--- config.mk ---
export PLATFORM = sky130hd
export DESIGN_NAME = landmark_gated_insert_table
export DESIGN_NICKNAME = d
export VERILOG_FILES = /design/src/design/lgit_pkg.sv /design/src/design/lgit_ram.sv /design/src/design/lgit_front.sv /design/src/design/lgit_gate.sv /design/src/design/lgit_back.sv /design/src/design/landmark_gated_insert_table.sv
export SDC_FILE = /design/constraint.sdc
export NUM_CORES = 2
export LEC_CHECK = 0
export BUFFER_PORTS_ARGS = -buffer_cell sky130_fd_sc_hd__buf_2
export CORE_UTILIZATION = 50
export DETAILED_ROUTE_END_ITERATION = 8
export PLACE_DENSITY = 0.63
export SLEW_MARGIN = 5
export SYNTH_ARGS = -nofsm -noshare
export SYNTH_HDL_FRONTEND = slang
export SYNTH_SLANG_ARGS = --single-unit
--- constraint.sdc ---
create_clock -name clk -period 19 [get_ports clk]
set_input_delay 0.95 -clock clk [delete_from_list [all_inputs] [get_ports clk]]
set_output_delay 0.95 -clock clk [all_outputs]
set_load 0.01 [all_outputs]
--- src/design/lgit_pkg.sv ---
// Shared types and constants for the landmark gated insert table.
// Used by every module of the block but lgit_ram; depends on nothing.
package lgit_pkg;

  // Default sizing of the table and of the coordinates.
  localparam int CAPACITY_DEFAULT   = 32;
  localparam int COORD_BITS_DEFAULT = 16;

  // Fixed field widths of the result and the configuration port.
  localparam int RADIUS_BITS = 16;
  localparam int INDEX_BITS  = 5;
  localparam int COUNT_BITS  = 6;
  localparam int PADDR_BITS  = 3;
  localparam int PDATA_BITS  = 32;

  // Reset value of the gate radius: 1.0 m in Q8.8.
  localparam logic [RADIUS_BITS-1:0] GATE_RADIUS_RESET = 16'd256;

  // Register index of the gate radius.
  localparam logic REG_GATE_RADIUS = 1'b0;

  typedef logic [INDEX_BITS-1:0] index_t;
  typedef logic [COUNT_BITS-1:0] count_t;

  // Kind of an accepted item.
  typedef enum logic {
    KIND_OBSERVE = 1'b0,
    KIND_CLEAR   = 1'b1
  } item_kind_t;

  // Outcome codes of a result.
  typedef enum logic [1:0] {
    STATUS_APPENDED = 2'd0,
    STATUS_MATCHED  = 2'd1,
    STATUS_DROPPED  = 2'd2,
    STATUS_CLEARED  = 2'd3
  } status_t;

  // States of the back-end sequencer.
  typedef enum logic {
    BACK_IDLE = 1'b0,
    BACK_SCAN = 1'b1
  } back_state_t;

  // Control part of an item that travels through the queue.
  typedef struct packed {
    item_kind_t kind;
    logic       batch_last;
  } item_ctl_t;

  // One result item.
  typedef struct packed {
    status_t status;
    index_t  index;
    count_t  count;
    logic    batch_done;
  } result_t;

endpackage

--- src/design/lgit_ram.sv ---
// Generic single-clock RAM with one write port and one registered read port.
// Depends on nothing.
module lgit_ram #(
  parameter int WIDTH = 32,
  parameter int DEPTH = 32,
  localparam int AW   = (DEPTH > 1) ? $clog2(DEPTH) : 1
) (
  input  logic             clk,
  input  logic             we,
  input  logic [AW-1:0]    waddr,
  input  logic [WIDTH-1:0] wdata,
  input  logic             re,
  input  logic [AW-1:0]    raddr,
  output logic [WIDTH-1:0] rdata
);

  logic [WIDTH-1:0] mem [DEPTH];

  // Write port and registered read port.
  always_ff @(posedge clk) begin
    if (we) begin
      mem[waddr] <= wdata;
    end
    if (re) begin
      rdata <= mem[raddr];
    end
  end

endmodule

--- src/design/lgit_front.sv ---
// Front end: accepts commands, classifies them and holds them in a two-entry queue.
// Depends on lgit_pkg.
module lgit_front #(
  parameter int COORD_BITS = lgit_pkg::COORD_BITS_DEFAULT
) (
  input  logic                   clk,
  input  logic                   rst,
  input  logic                   start,
  output logic                   busy,
  input  logic                   operation,
  input  logic [COORD_BITS-1:0]  landmark_x,
  input  logic [COORD_BITS-1:0]  landmark_y,
  input  logic                   batch_last,
  output logic                   head_valid,
  output lgit_pkg::item_ctl_t    head_ctl,
  output logic [COORD_BITS-1:0]  head_x,
  output logic [COORD_BITS-1:0]  head_y,
  input  logic                   pop
);

  lgit_pkg::item_ctl_t         q_ctl [2];
  logic [COORD_BITS-1:0]       q_x   [2];
  logic [COORD_BITS-1:0]       q_y   [2];
  logic                        wr_ptr;
  logic                        rd_ptr;
  logic [1:0]                  fill;
  logic                        push;
  lgit_pkg::item_ctl_t         in_ctl;

  // A command transfer happens while the queue has room.
  assign busy = (fill == 2'd2);
  assign push = start && !busy;

  // Classify the command.
  always_comb begin
    in_ctl.kind       = operation ? lgit_pkg::KIND_CLEAR : lgit_pkg::KIND_OBSERVE;
    in_ctl.batch_last = batch_last;
  end

  // Queue storage.
  always_ff @(posedge clk) begin
    if (push) begin
      q_ctl[wr_ptr] <= in_ctl;
      q_x[wr_ptr]   <= landmark_x;
      q_y[wr_ptr]   <= landmark_y;
    end
  end

  // Queue pointers and occupancy.
  always_ff @(posedge clk) begin
    if (rst) begin
      wr_ptr <= 1'b0;
      rd_ptr <= 1'b0;
      fill   <= 2'd0;
    end else begin
      if (push) begin
        wr_ptr <= !wr_ptr;
      end
      if (pop) begin
        rd_ptr <= !rd_ptr;
      end
      fill <= fill + {1'b0, push} - {1'b0, pop};
    end
  end

  assign head_valid = (fill != 2'd0);
  assign head_ctl   = q_ctl[rd_ptr];
  assign head_x     = q_x[rd_ptr];
  assign head_y     = q_y[rd_ptr];

endmodule

--- src/design/lgit_gate.sv ---
// Pipelined squared-distance gate test, three register stages deep.
// Depends on lgit_pkg.
module lgit_gate #(
  parameter int COORD_BITS = lgit_pkg::COORD_BITS_DEFAULT,
  parameter int TAG_BITS   = 5
) (
  input  logic                             clk,
  input  logic                             rst,
  input  logic                             flush,
  input  logic [lgit_pkg::RADIUS_BITS-1:0] gate_radius,
  input  logic                             in_valid,
  input  logic [TAG_BITS-1:0]              in_tag,
  input  logic [COORD_BITS-1:0]            ax,
  input  logic [COORD_BITS-1:0]            ay,
  input  logic [COORD_BITS-1:0]            bx,
  input  logic [COORD_BITS-1:0]            by,
  output logic                             out_valid,
  output logic [TAG_BITS-1:0]              out_tag,
  output logic                             out_hit,
  output logic                             busy
);

  localparam int RB = lgit_pkg::RADIUS_BITS;
  localparam int DB = COORD_BITS + 1;
  localparam int CW = (DB > RB) ? DB : RB;

  logic signed [DB-1:0] diff_x;
  logic signed [DB-1:0] diff_y;
  logic [DB-1:0]        abs_x;
  logic [DB-1:0]        abs_y;
  logic [CW-1:0]        abs_x_w;
  logic [CW-1:0]        abs_y_w;
  logic [CW-1:0]        radius_w;

  logic                 v1;
  logic [TAG_BITS-1:0]  tag1;
  logic                 over1;
  logic [RB-1:0]        dx1;
  logic [RB-1:0]        dy1;

  logic                 v2;
  logic [TAG_BITS-1:0]  tag2;
  logic                 over2;
  logic [2*RB-1:0]      sqx2;
  logic [2*RB-1:0]      sqy2;

  logic [2*RB-1:0]      rsq;
  logic [2*RB:0]        dist_sq;

  // Exact absolute differences with one guard bit.
  always_comb begin
    diff_x   = $signed({ax[COORD_BITS-1], ax}) - $signed({bx[COORD_BITS-1], bx});
    diff_y   = $signed({ay[COORD_BITS-1], ay}) - $signed({by[COORD_BITS-1], by});
    abs_x    = diff_x[DB-1] ? DB'(-diff_x) : DB'(diff_x);
    abs_y    = diff_y[DB-1] ? DB'(-diff_y) : DB'(diff_y);
    abs_x_w  = CW'(abs_x);
    abs_y_w  = CW'(abs_y);
    radius_w = CW'(gate_radius);
  end

  // Squared radius, refreshed every cycle from the register.
  always_ff @(posedge clk) begin
    rsq <= (2*RB)'(gate_radius) * (2*RB)'(gate_radius);
  end

  // Stage payloads: per-axis range test, then squares.
  always_ff @(posedge clk) begin
    tag1  <= in_tag;
    over1 <= (abs_x_w > radius_w) || (abs_y_w > radius_w);
    dx1   <= abs_x_w[RB-1:0];
    dy1   <= abs_y_w[RB-1:0];
    tag2  <= tag1;
    over2 <= over1;
    sqx2  <= (2*RB)'(dx1) * (2*RB)'(dx1);
    sqy2  <= (2*RB)'(dy1) * (2*RB)'(dy1);
    out_tag <= tag2;
    out_hit <= !over2 && (dist_sq <= {1'b0, rsq});
  end

  assign dist_sq = {1'b0, sqx2} + {1'b0, sqy2};

  // Stage valid bits, cleared on reset and when the scan ends.
  always_ff @(posedge clk) begin
    if (rst || flush) begin
      v1        <= 1'b0;
      v2        <= 1'b0;
      out_valid <= 1'b0;
    end else begin
      v1        <= in_valid;
      v2        <= v1;
      out_valid <= v2;
    end
  end

  assign busy = v1 || v2 || out_valid;

endmodule

--- src/design/lgit_back.sv ---
// Back end: clears the table on a clear, or scans it one entry per cycle, then matches, appends or drops.
// Depends on lgit_pkg, lgit_ram and lgit_gate.
module lgit_back #(
  parameter int CAPACITY   = lgit_pkg::CAPACITY_DEFAULT,
  parameter int COORD_BITS = lgit_pkg::COORD_BITS_DEFAULT
) (
  input  logic                             clk,
  input  logic                             rst,
  input  logic [lgit_pkg::RADIUS_BITS-1:0] gate_radius,
  input  logic                             head_valid,
  input  lgit_pkg::item_ctl_t              head_ctl,
  input  logic [COORD_BITS-1:0]            head_x,
  input  logic [COORD_BITS-1:0]            head_y,
  output logic                             pop,
  output logic                             res_valid,
  output lgit_pkg::result_t                res
);

  localparam int AW = (CAPACITY > 1) ? $clog2(CAPACITY) : 1;
  localparam int CW = $clog2(CAPACITY + 1);
  localparam logic [CW-1:0] CAP_COUNT = CW'(CAPACITY);

  lgit_pkg::back_state_t   state;
  lgit_pkg::back_state_t   state_next;
  logic [CW-1:0]           fill;
  logic [CW-1:0]           fill_next;
  logic [CW-1:0]           issue_idx;
  logic [CW-1:0]           issue_idx_next;
  logic                    rd_valid;
  logic [AW-1:0]           rd_tag;
  logic                    cur_batch;
  logic [COORD_BITS-1:0]   cur_x;
  logic [COORD_BITS-1:0]   cur_y;
  lgit_pkg::result_t       res_next;
  logic                    res_valid_next;

  logic                    load;
  logic                    issue;
  logic                    finish;
  logic                    ram_we;
  logic [2*COORD_BITS-1:0] ram_rdata;
  logic                    g_valid;
  logic [AW-1:0]           g_tag;
  logic                    g_hit;
  logic                    g_busy;

  // Table storage: x in the upper half, y in the lower half.
  lgit_ram #(
    .WIDTH (2 * COORD_BITS),
    .DEPTH (CAPACITY)
  ) u_table (
    .clk   (clk),
    .we    (ram_we),
    .waddr (fill[AW-1:0]),
    .wdata ({cur_x, cur_y}),
    .re    (issue),
    .raddr (issue_idx[AW-1:0]),
    .rdata (ram_rdata)
  );

  // Distance test on each entry read back.
  lgit_gate #(
    .COORD_BITS (COORD_BITS),
    .TAG_BITS   (AW)
  ) u_gate (
    .clk         (clk),
    .rst         (rst),
    .flush       (finish),
    .gate_radius (gate_radius),
    .in_valid    (rd_valid),
    .in_tag      (rd_tag),
    .ax          (ram_rdata[2*COORD_BITS-1:COORD_BITS]),
    .ay          (ram_rdata[COORD_BITS-1:0]),
    .bx          (cur_x),
    .by          (cur_y),
    .out_valid   (g_valid),
    .out_tag     (g_tag),
    .out_hit     (g_hit),
    .busy        (g_busy)
  );

  // Sequencer: next state, table updates and result.
  always_comb begin
    state_next     = state;
    fill_next      = fill;
    issue_idx_next = issue_idx;
    res_next       = res;
    res_valid_next = 1'b0;
    pop            = 1'b0;
    load           = 1'b0;
    issue          = 1'b0;
    finish         = 1'b0;
    ram_we         = 1'b0;
    unique case (state)
      lgit_pkg::BACK_IDLE: begin
        if (head_valid) begin
          pop = 1'b1;
          if (head_ctl.kind == lgit_pkg::KIND_CLEAR) begin
            fill_next           = '0;
            res_valid_next      = 1'b1;
            res_next.status     = lgit_pkg::STATUS_CLEARED;
            res_next.index      = '0;
            res_next.count      = '0;
            res_next.batch_done = head_ctl.batch_last;
          end else begin
            load           = 1'b1;
            issue_idx_next = '0;
            state_next     = lgit_pkg::BACK_SCAN;
          end
        end
      end
      lgit_pkg::BACK_SCAN: begin
        priority if (g_valid && g_hit) begin
          // First hit in index order wins.
          finish              = 1'b1;
          res_valid_next      = 1'b1;
          res_next.status     = lgit_pkg::STATUS_MATCHED;
          res_next.index      = lgit_pkg::index_t'(g_tag);
          res_next.count      = lgit_pkg::count_t'(fill);
          res_next.batch_done = cur_batch;
        end else if ((issue_idx == fill) && !rd_valid && !g_busy) begin
          // Every entry checked without a hit.
          finish              = 1'b1;
          res_valid_next      = 1'b1;
          res_next.batch_done = cur_batch;
          if (fill < CAP_COUNT) begin
            ram_we          = 1'b1;
            fill_next       = fill + CW'(1);
            res_next.status = lgit_pkg::STATUS_APPENDED;
            res_next.index  = lgit_pkg::index_t'(fill);
            res_next.count  = lgit_pkg::count_t'(fill + CW'(1));
          end else begin
            res_next.status = lgit_pkg::STATUS_DROPPED;
            res_next.index  = '0;
            res_next.count  = lgit_pkg::count_t'(fill);
          end
        end else if (issue_idx < fill) begin
          issue          = 1'b1;
          issue_idx_next = issue_idx + CW'(1);
        end else begin
          issue = 1'b0;
        end
        if (finish) begin
          state_next = lgit_pkg::BACK_IDLE;
        end
      end
      default: begin
        state_next = lgit_pkg::BACK_IDLE;
      end
    endcase
  end

  // Control registers.
  always_ff @(posedge clk) begin
    if (rst) begin
      state     <= lgit_pkg::BACK_IDLE;
      fill      <= '0;
      issue_idx <= '0;
      rd_valid  <= 1'b0;
      res_valid <= 1'b0;
    end else begin
      state     <= state_next;
      fill      <= fill_next;
      issue_idx <= issue_idx_next;
      rd_valid  <= issue;
      res_valid <= res_valid_next;
    end
  end

  // Payload registers: current item, read tag and result fields.
  always_ff @(posedge clk) begin
    if (load) begin
      cur_x     <= head_x;
      cur_y     <= head_y;
      cur_batch <= head_ctl.batch_last;
    end
    rd_tag <= issue_idx[AW-1:0];
    res    <= res_next;
  end

endmodule

--- src/design/landmark_gated_insert_table.sv ---
// Landmark gated insert table: command front end, queue and scanning back end.
// An observe scans the table one entry per cycle through the 3-stage gate, then matches the
// first hit, appends, or drops the item on a full table; a clear empties the table.
// Items are handled one at a time; a two-entry queue takes commands during a scan.
// Reset empties the table and the queue and sets the gate radius to 1.0 m.
// Results appear for one cycle on done; the receiver cannot stall them.
module landmark_gated_insert_table #(
  parameter int CAPACITY   = lgit_pkg::CAPACITY_DEFAULT,
  parameter int COORD_BITS = lgit_pkg::COORD_BITS_DEFAULT
) (
  input  logic                            clk,
  input  logic                            rst,
  input  logic                            start,
  output logic                            busy,
  input  logic                            operation,
  input  logic [COORD_BITS-1:0]           landmark_x,
  input  logic [COORD_BITS-1:0]           landmark_y,
  input  logic                            batch_last,
  output logic                            done,
  output logic [1:0]                      status,
  output logic [lgit_pkg::INDEX_BITS-1:0] entry_index,
  output logic [lgit_pkg::COUNT_BITS-1:0] entry_count,
  output logic                            batch_done,
  input  logic                            psel,
  input  logic                            penable,
  input  logic                            pwrite,
  input  logic [lgit_pkg::PADDR_BITS-1:0] paddr,
  input  logic [lgit_pkg::PDATA_BITS-1:0] pwdata,
  output logic [lgit_pkg::PDATA_BITS-1:0] prdata,
  output logic                            pready
);

  localparam int RB = lgit_pkg::RADIUS_BITS;

  logic [RB-1:0]          gate_radius;
  logic                   reg_sel;
  logic                   head_valid;
  lgit_pkg::item_ctl_t    head_ctl;
  logic [COORD_BITS-1:0]  head_x;
  logic [COORD_BITS-1:0]  head_y;
  logic                   pop;
  lgit_pkg::result_t      res;

  // Configuration register; the word index sits above the byte offset.
  assign pready  = 1'b1;
  assign reg_sel = (paddr[2] == lgit_pkg::REG_GATE_RADIUS);

  always_ff @(posedge clk) begin
    if (rst) begin
      gate_radius <= lgit_pkg::GATE_RADIUS_RESET;
    end else if (psel && penable && pwrite && reg_sel) begin
      gate_radius <= pwdata[RB-1:0];
    end
  end

  assign prdata = reg_sel ? {{(lgit_pkg::PDATA_BITS - RB){1'b0}}, gate_radius} : '0;

  lgit_front #(
    .COORD_BITS (COORD_BITS)
  ) u_front (
    .clk        (clk),
    .rst        (rst),
    .start      (start),
    .busy       (busy),
    .operation  (operation),
    .landmark_x (landmark_x),
    .landmark_y (landmark_y),
    .batch_last (batch_last),
    .head_valid (head_valid),
    .head_ctl   (head_ctl),
    .head_x     (head_x),
    .head_y     (head_y),
    .pop        (pop)
  );

  lgit_back #(
    .CAPACITY   (CAPACITY),
    .COORD_BITS (COORD_BITS)
  ) u_back (
    .clk         (clk),
    .rst         (rst),
    .gate_radius (gate_radius),
    .head_valid  (head_valid),
    .head_ctl    (head_ctl),
    .head_x      (head_x),
    .head_y      (head_y),
    .pop         (pop),
    .res_valid   (done),
    .res         (res)
  );

  // Result fields.
  assign status      = res.status;
  assign entry_index = res.index;
  assign entry_count = res.count;
  assign batch_done  = res.batch_done;

endmodule
=== Yosys cells after proc, flatten, opt, wreduce, memory -nomap -nowiden ===
Memory sizes are Yosys's and may differ from the RTL's. A register that Yosys moved wholly into a read port is not among the register bits.
Index checks and enable logic that the tools add are counted.

* Register bits after elaboration: 204
* Bits in writable memories: 1,092
* Output and inout bits: 49
* Memories: 4

{| class="wikitable"
|+ Memory list
! name !! depth !! width !! read ports !! clocked after Yosys merged registers in !! write ports !! line !! source
|-
| u_back.u_table.mem || 32 || 32 || 1 || 1 || 1 || lgit_ram.sv:17 || <nowiki>logic [WIDTH-1:0] mem [DEPTH];</nowiki>
|-
| u_front.q_x || 2 || 16 || 1 || 1 || 1 || lgit_front.sv:22 || <nowiki>logic [COORD_BITS-1:0] q_x [2];</nowiki>
|-
| u_front.q_y || 2 || 16 || 1 || 1 || 1 || lgit_front.sv:23 || <nowiki>logic [COORD_BITS-1:0] q_y [2];</nowiki>
|-
| u_front.q_ctl || 2 || 2 || 1 || 1 || 1 || lgit_front.sv:21 || <nowiki>lgit_pkg::item_ctl_t q_ctl [2];</nowiki>
|}

* $add $sub $neg: 9
* Multipliers: 3
* Order comparisons: 5
* Eq/ne operators: 11
* Multiplexer cells: 50
* Bitwise operators: 2
* Reductions and logical operators: 22

{| class="wikitable"
|+ Operators with widths
! kind !! count
|-
| multiplier 16 x 16 -> 32 bit || 3
|-
| two-way mux 6 bit || 10
|-
| two-way mux 14 bit || 4
|-
| greater-than comparator 17 x 16 -> 1 bit || 2
|-
| two-way mux 17 bit || 2
|-
| negator 17 bit || 2
|-
| subtractor 16 x 16 -> 17 bit || 2
|-
| adder 32 x 32 -> 33 bit || 1
|-
| less-or-equal comparator 33 x 32 -> 1 bit || 1
|-
| case mux 14 bit (2 select lines) || 1
|-
| two-way mux 1 bit || 27
|-
| case mux 6 bit (2 select lines) || 2
|-
| two-way mux 16 bit || 1
|-
| inequality test 2 bit (second input constant) || 8
|-
| two-way mux 13 bit || 1
|-
| adder 6 x 1 -> 6 bit (second input constant) || 2
|-
| AND reduction 5 bit || 2
|-
| logical AND 1 bit || 8
|-
| == test 6 bit || 1
|-
| logical NOT 1 bit || 6
|-
| < comparator 6 bit || 1
|-
| < comparator 6 bit (second input constant) || 1
|-
| logical OR 1 bit || 4
|-
| case mux 1 bit (2 select lines) || 2
|-
| 7 further kinds || 8
|}

=== Depth between registers and ports, before layout ===
* Word-level depth: 9
* Mapped depth: 26
* Gate-level depth less buffers: 24

=== Cells and area by module ===
Synthesis repeated with hierarchy kept, for this count alone.

* Cell total of the unflattened synthesis: 6,025
* Area, all modules: 76,861.2 um^2

{| class="wikitable"
|+ By module, submodules not included
! module !! instances !! cells an instance !! area each (um^2) !! sequential area each (um^2)
|-
| lgit_ram || 1 || 2,260 || 40,811.6 || 31,710.4
|-
| lgit_gate || 1 || 3,322 || 29,660.9 || 2,922.8
|-
| lgit_back || 1 || 206 || 2,716.4 || 1,811.7
|-
| lgit_front || 1 || 131 || 2,690.1 || 2,142.1
|-
| landmark_gated_insert_table || 1 || 106 || 982.2 || 320.3
|}

=== Worst setup path after synthesis ===
OpenSTA, ideal clock, no wires.

* Kind: register to register
* Start point: register u_back.u_gate.dx1[1]
* End point: register u_back.u_gate.sqx2[30]
* Arrival time: 6.141 ns
* Required time: 18.938 ns
* Slack: 12.797 ns
* Stages on the path, launching flop included: 23
* Period minus slack after synthesis: 6.203 ns
* Cell sequence: dfxtp_1 -> clkbuf_1 -> clkbuf_1 -> nand2_1 -> fa_1 -> fa_1 -> inv_1 -> fa_1 -> fa_1 -> fa_1 -> inv_1 -> fa_1 -> inv_1 -> ha_1 -> and3_4 -> a31o_2 -> a21oi_1 -> o21ai_2 -> a2111oi_4 -> or4_4 -> a21oi_1 -> or4_1 -> nand3_1

* Longest elaborated chain between the ends: 1

{| class="wikitable"
|+ Ends and longest elaborated chain
! item !! line !! source
|-
| start: declaration || lgit_gate.sv:38 || <nowiki>logic [RB-1:0] dx1;</nowiki>
|-
| start signal: assignment || lgit_gate.sv:70 || <nowiki>dx1 <= abs_x_w[RB-1:0];</nowiki>
|-
| multiplier 16 x 16 -> 32 bit || lgit_gate.sv:74 || <nowiki>sqx2 <= (2*RB)'(dx1) * (2*RB)'(dx1);</nowiki>
|-
| end signal: assignment || lgit_gate.sv:74 ||
|-
| end: declaration || lgit_gate.sv:44 || <nowiki>logic [2*RB-1:0] sqx2;</nowiki>
|}

No other way between the ends.
A chain may end at the register's enable or synchronous reset.

=== Worst setup path after layout ===
* Start point: register gate_radius[1]
* End point: register u_back.u_gate.rsq[30]

* Longest elaborated chain between the ends: 1

{| class="wikitable"
|+ Ends and longest elaborated chain
! item !! line !! source
|-
| start: declaration || landmark_gated_insert_table.sv:35 || <nowiki>logic [RB-1:0] gate_radius;</nowiki>
|-
| start signal: assignment || landmark_gated_insert_table.sv:50 || <nowiki>gate_radius <= lgit_pkg::GATE_RADIUS_RESET;</nowiki>
|-
| start signal: assignment || landmark_gated_insert_table.sv:52 || <nowiki>gate_radius <= pwdata[RB-1:0];</nowiki>
|-
| multiplier 16 x 16 -> 32 bit || lgit_gate.sv:63 || <nowiki>rsq <= (2*RB)'(gate_radius) * (2*RB)'(gate_radius);</nowiki>
|-
| end signal: assignment || lgit_gate.sv:63 ||
|-
| end: declaration || lgit_gate.sv:47 || <nowiki>logic [2*RB-1:0] rsq;</nowiki>
|}

No other way between the ends.

==> flow_metrics.py <==
metrics = {
    "clock_tree": {
        "htree_levels": 4,
        "post_cts_buffers": 0,
        "cts.hold.buffers_added": 0,
        "cts_tree": "built",
        "ctsResizeCount": 0,
        "path_clk_slew_ns": 0.06,
        "cts.path.max_buffers": 3,
        "clock_sinks": 1358,
        "clock_latency_ns": 0.79,
        "cts_buffers": 147,
        "cts_root_buf": "clkbuf_16",
    },
    "setup_path": {
        "r2r_setup_slack_ns": 11.70,
        "max_stage_delay_ns": 0.73,
        "critPathSlowestCell": "dfxtp_1",
        "cp-start-kind": "flop",
        "critical_path_required_ns": 19.68,
        "reg2reg_depth": 22,
        "reg2reg_from": "gate_radius[1]",
        "path_max_fanout": 14,
        "endpoint_kind": "flop",
        "r2r_end": "u_back.u_gate.rsq[30]",
        "path_buf_inv": 5,
        "cp_cell_sequence": "clkinv_1 > nor2_1 > fa_1 > inv_1 > fa_1 > inv_1 > fa_1 > inv_1 > fa_1 > inv_1 > fa_1 > fa_1 > ha_1 > a21o_1 > a21o_1 > a2111oi_2 > nor2_1 > a21boi_2 > o31ai_1 > or4_1 > a2111o_1 > o211ai_1",
        "crit_family": "adder cells",
        "worstSetupPathDepth": 22,
        "critPathKind": "flop to flop",
        "path_common_cell": "fa_1",
        "cp_data_arrival_time_ns": 7.98,
    },
    "sta": {
        "finalSetupTns_ns": 0,
        "fin_crit_ns": 7.30,
        "relSlewSlack_pct": 21.9,
        "fmax_mhz": 137,
        "slew_viol_final": 0,
        "rsz0062_at_grt": "no",
        "setup_violations": 0,
        "period_share_pct": 38.4,
        "worst_pin_slew_ns": 1.17,
        "finalHoldViolCount": 0,
        "finClkSkew_ns": 0.0790,
    },
    "die": {
        "die_x_um": 390,
        "dieArea_um2": 152000,
        "row_count": 142,
        "initial_core_util_pct": 50.4,
        "io_pins": 124,
        "chipHeight_um": 390,
        "core_um2": 150000,
    },
    "final_layout": {
        "layout_commonest_cell": "edfxtp_1",
        "multiInputGateArea_um2": 32900,
        "syn_to_final_growth_pct": 10.2,
        "n_fill_cell": 12100,
        "mostFrequentLayoutCells": "edfxtp_1 (1171), inv_1 (843), fa_1 (488)",
        "nets": 6470,
        "drive_gt1_share_pct": 15.2,
        "regArea_um2": 38900,
    },
    "yosys": {
        "synthesis.instances": 5308,
        "synthDistinctLibCells": 89,
        "ys_seq_area_share_pct": 51.6,
        "synth-seq-cells": 1358,
        "avgSynthCellArea_um2": 14.2,
        "synth_async_sr_flop_share_pct": 0,
        "synth-main-ff-cell": "edfxtp_1",
        "synth_area_um2": 75400,
        "yosys_warnings": 0,
        "synth_edf_count": 1171,
    },
    "drt": {
        "wirelength_mm": 175,
        "antenna_left": 0,
        "vias_per_cell": 5.61,
        "drt_iter0_drc": 3220,
        "drt-wirelength-per-cell_um": 23.0,
        "drc_errors": 0,
        "vias": 42500,
        "drt_pass1_iterations": 5,
    },
    "global_route": {
        "grt_start_max_net_pins": 63,
        "antenna_found_initial": 3,
        "grt_util_met1_pct": 30.6,
        "overflow": 0,
        "grt_use_total_pct": 23.6,
        "top_usage_layer": "met2",
        "met2_usage_pct": 40.5,
        "use_met3_pct": 3.31,
        "grt_pass1_vias": 44300,
        "grt_pass1_wl_mm": 266,
    },
    "status": {
        "status": "finished, final reports clean",
    },
    "min_path": {
        "hold_depth": 0,
        "hold_class": "flop to flop",
        "min_from": "u_back.rd_tag[0]",
        "hold_end": "u_back.u_gate.tag1[0]",
    },
    "placement": {
        "hpwl_mm": 109,
        "gp_congestion": 0.843,
        "port_buffers": 88,
    },
    "run": {
        "cap_viol_max_count": 0,
    },
}
[flip-flops by register name (all words and copies together), names as in the netlist, 6 cells and up, named ones only]
signal / count
u_back.u_table.mem: 1024
u_back.u_table.rdata: 32
u_front.q_x: 32
u_front.q_y: 32
u_back.u_gate.rsq: 31
u_back.u_gate.sqx2: 31
u_back.u_gate.sqy2: 31
gate_radius: 16
u_back.cur_x: 16
u_back.cur_y: 16
u_back.u_gate.dx1: 16
u_back.u_gate.dy1: 16
u_back.res: 14
u_back.fill: 6
u_back.issue_idx: 6
[worst register-to-register path, delay by kind of cell (launching register included)]
kind	cells	cell delay, ns
buffers and inverters	5	0.94
AO/OA/AOI/OAI	7	1.52
adder cells (fa/ha/maj)	7	3.04
AND/OR/NAND/NOR	3	0.99
flip-flops	1	0.73
[per-layer routing]
layer  vias up  share of wire (%)
met5         -              0.011
met4         2                3.6
met3       296                5.9
met2      1325                 51
met1     21900                 40
li1      19000                  -
[worst max path at each step]
stage | startpoint | endpoint | slack [ns]
after floorplan | u_back.u_gate.dx1[1] | u_back.u_gate.sqx2[30] | 12.80
after global placement | gate_radius[1] | u_back.u_gate.rsq[30] | 11.85
after detailed placement | gate_radius[1] | u_back.u_gate.rsq[30] | 11.81
after CTS | gate_radius[1] | u_back.u_gate.rsq[30] | 11.78
after global routing | gate_radius[3] | u_back.u_gate.rsq[30] | 11.30
final | gate_radius[1] | u_back.u_gate.rsq[30] | 11.70
[final cells by class]
class,instances,share of cell area (%)
tap,2016,3.03
sequential,1358,46.8
timing repair buffer,164,1.22
inverter,851,3.84
clock buffer,190,4.73
antenna,1,0.00301
multi-input combinational,2938,39.6
clock inverter,62,0.787
[logic make-up (layout without fill, tap and decap cells)]
kind of cell	count (synthesis)	after routing	share of synthesized area, %
flip-flops	1358	1358	51.6
multiplexers	391	391	10.6
AO/OA/AOI/OAI	505	505	4.44
other	2	18	0.00995
buffers and inverters	1027	1267	5.20
adder cells (fa/ha/maj)	935	935	20.4
XOR/XNOR	183	183	2.12
AND/OR/NAND/NOR	907	907	5.67
[metrics by stage]
stage	std cells	util, %	hold slack (ns)	setup slack [ns]	cell area, um2
detailed placement	7327	52.5	0.314	11.81	78600
global placement	7327	52.5	0.311	11.85	78600
floorplan	5323	-	0.310	12.80	75500
global route	7579	55.5	0.313	11.30	83200
finish	7580	55.5	0.325	11.70	83200
CTS	7579	55.5	0.282	11.78	83200
[cell usage after synthesis (all sizes together), types with 34 or more instances]
| library cell | n | area (um2) |
|---|---|---|
| mux2 | 71 | 800 |
| inv | 844 | 3170 |
| a21o | 76 | 571 |
| ha | 447 | 5590 |
| nor3 | 35 | 180 |
| and2 | 106 | 663 |
| a21oi | 156 | 792 |
| dfxtp | 187 | 3740 |
| nand2 | 316 | 1190 |
| fa | 488 | 9770 |
| mux4 | 320 | 7210 |
| edfxtp | 1171 | 35200 |
| nor2 | 243 | 912 |
| nand3 | 42 | 210 |
| nor2b | 34 | 213 |
| clkbuf | 133 | 499 |
| xor2 | 52 | 455 |
| buf | 43 | 229 |
| o21ai | 85 | 429 |
| xnor2 | 131 | 1150 |
Power is not shown: default switching activity piles up to over one toggle a cycle in this logic, so the estimate is an artifact.
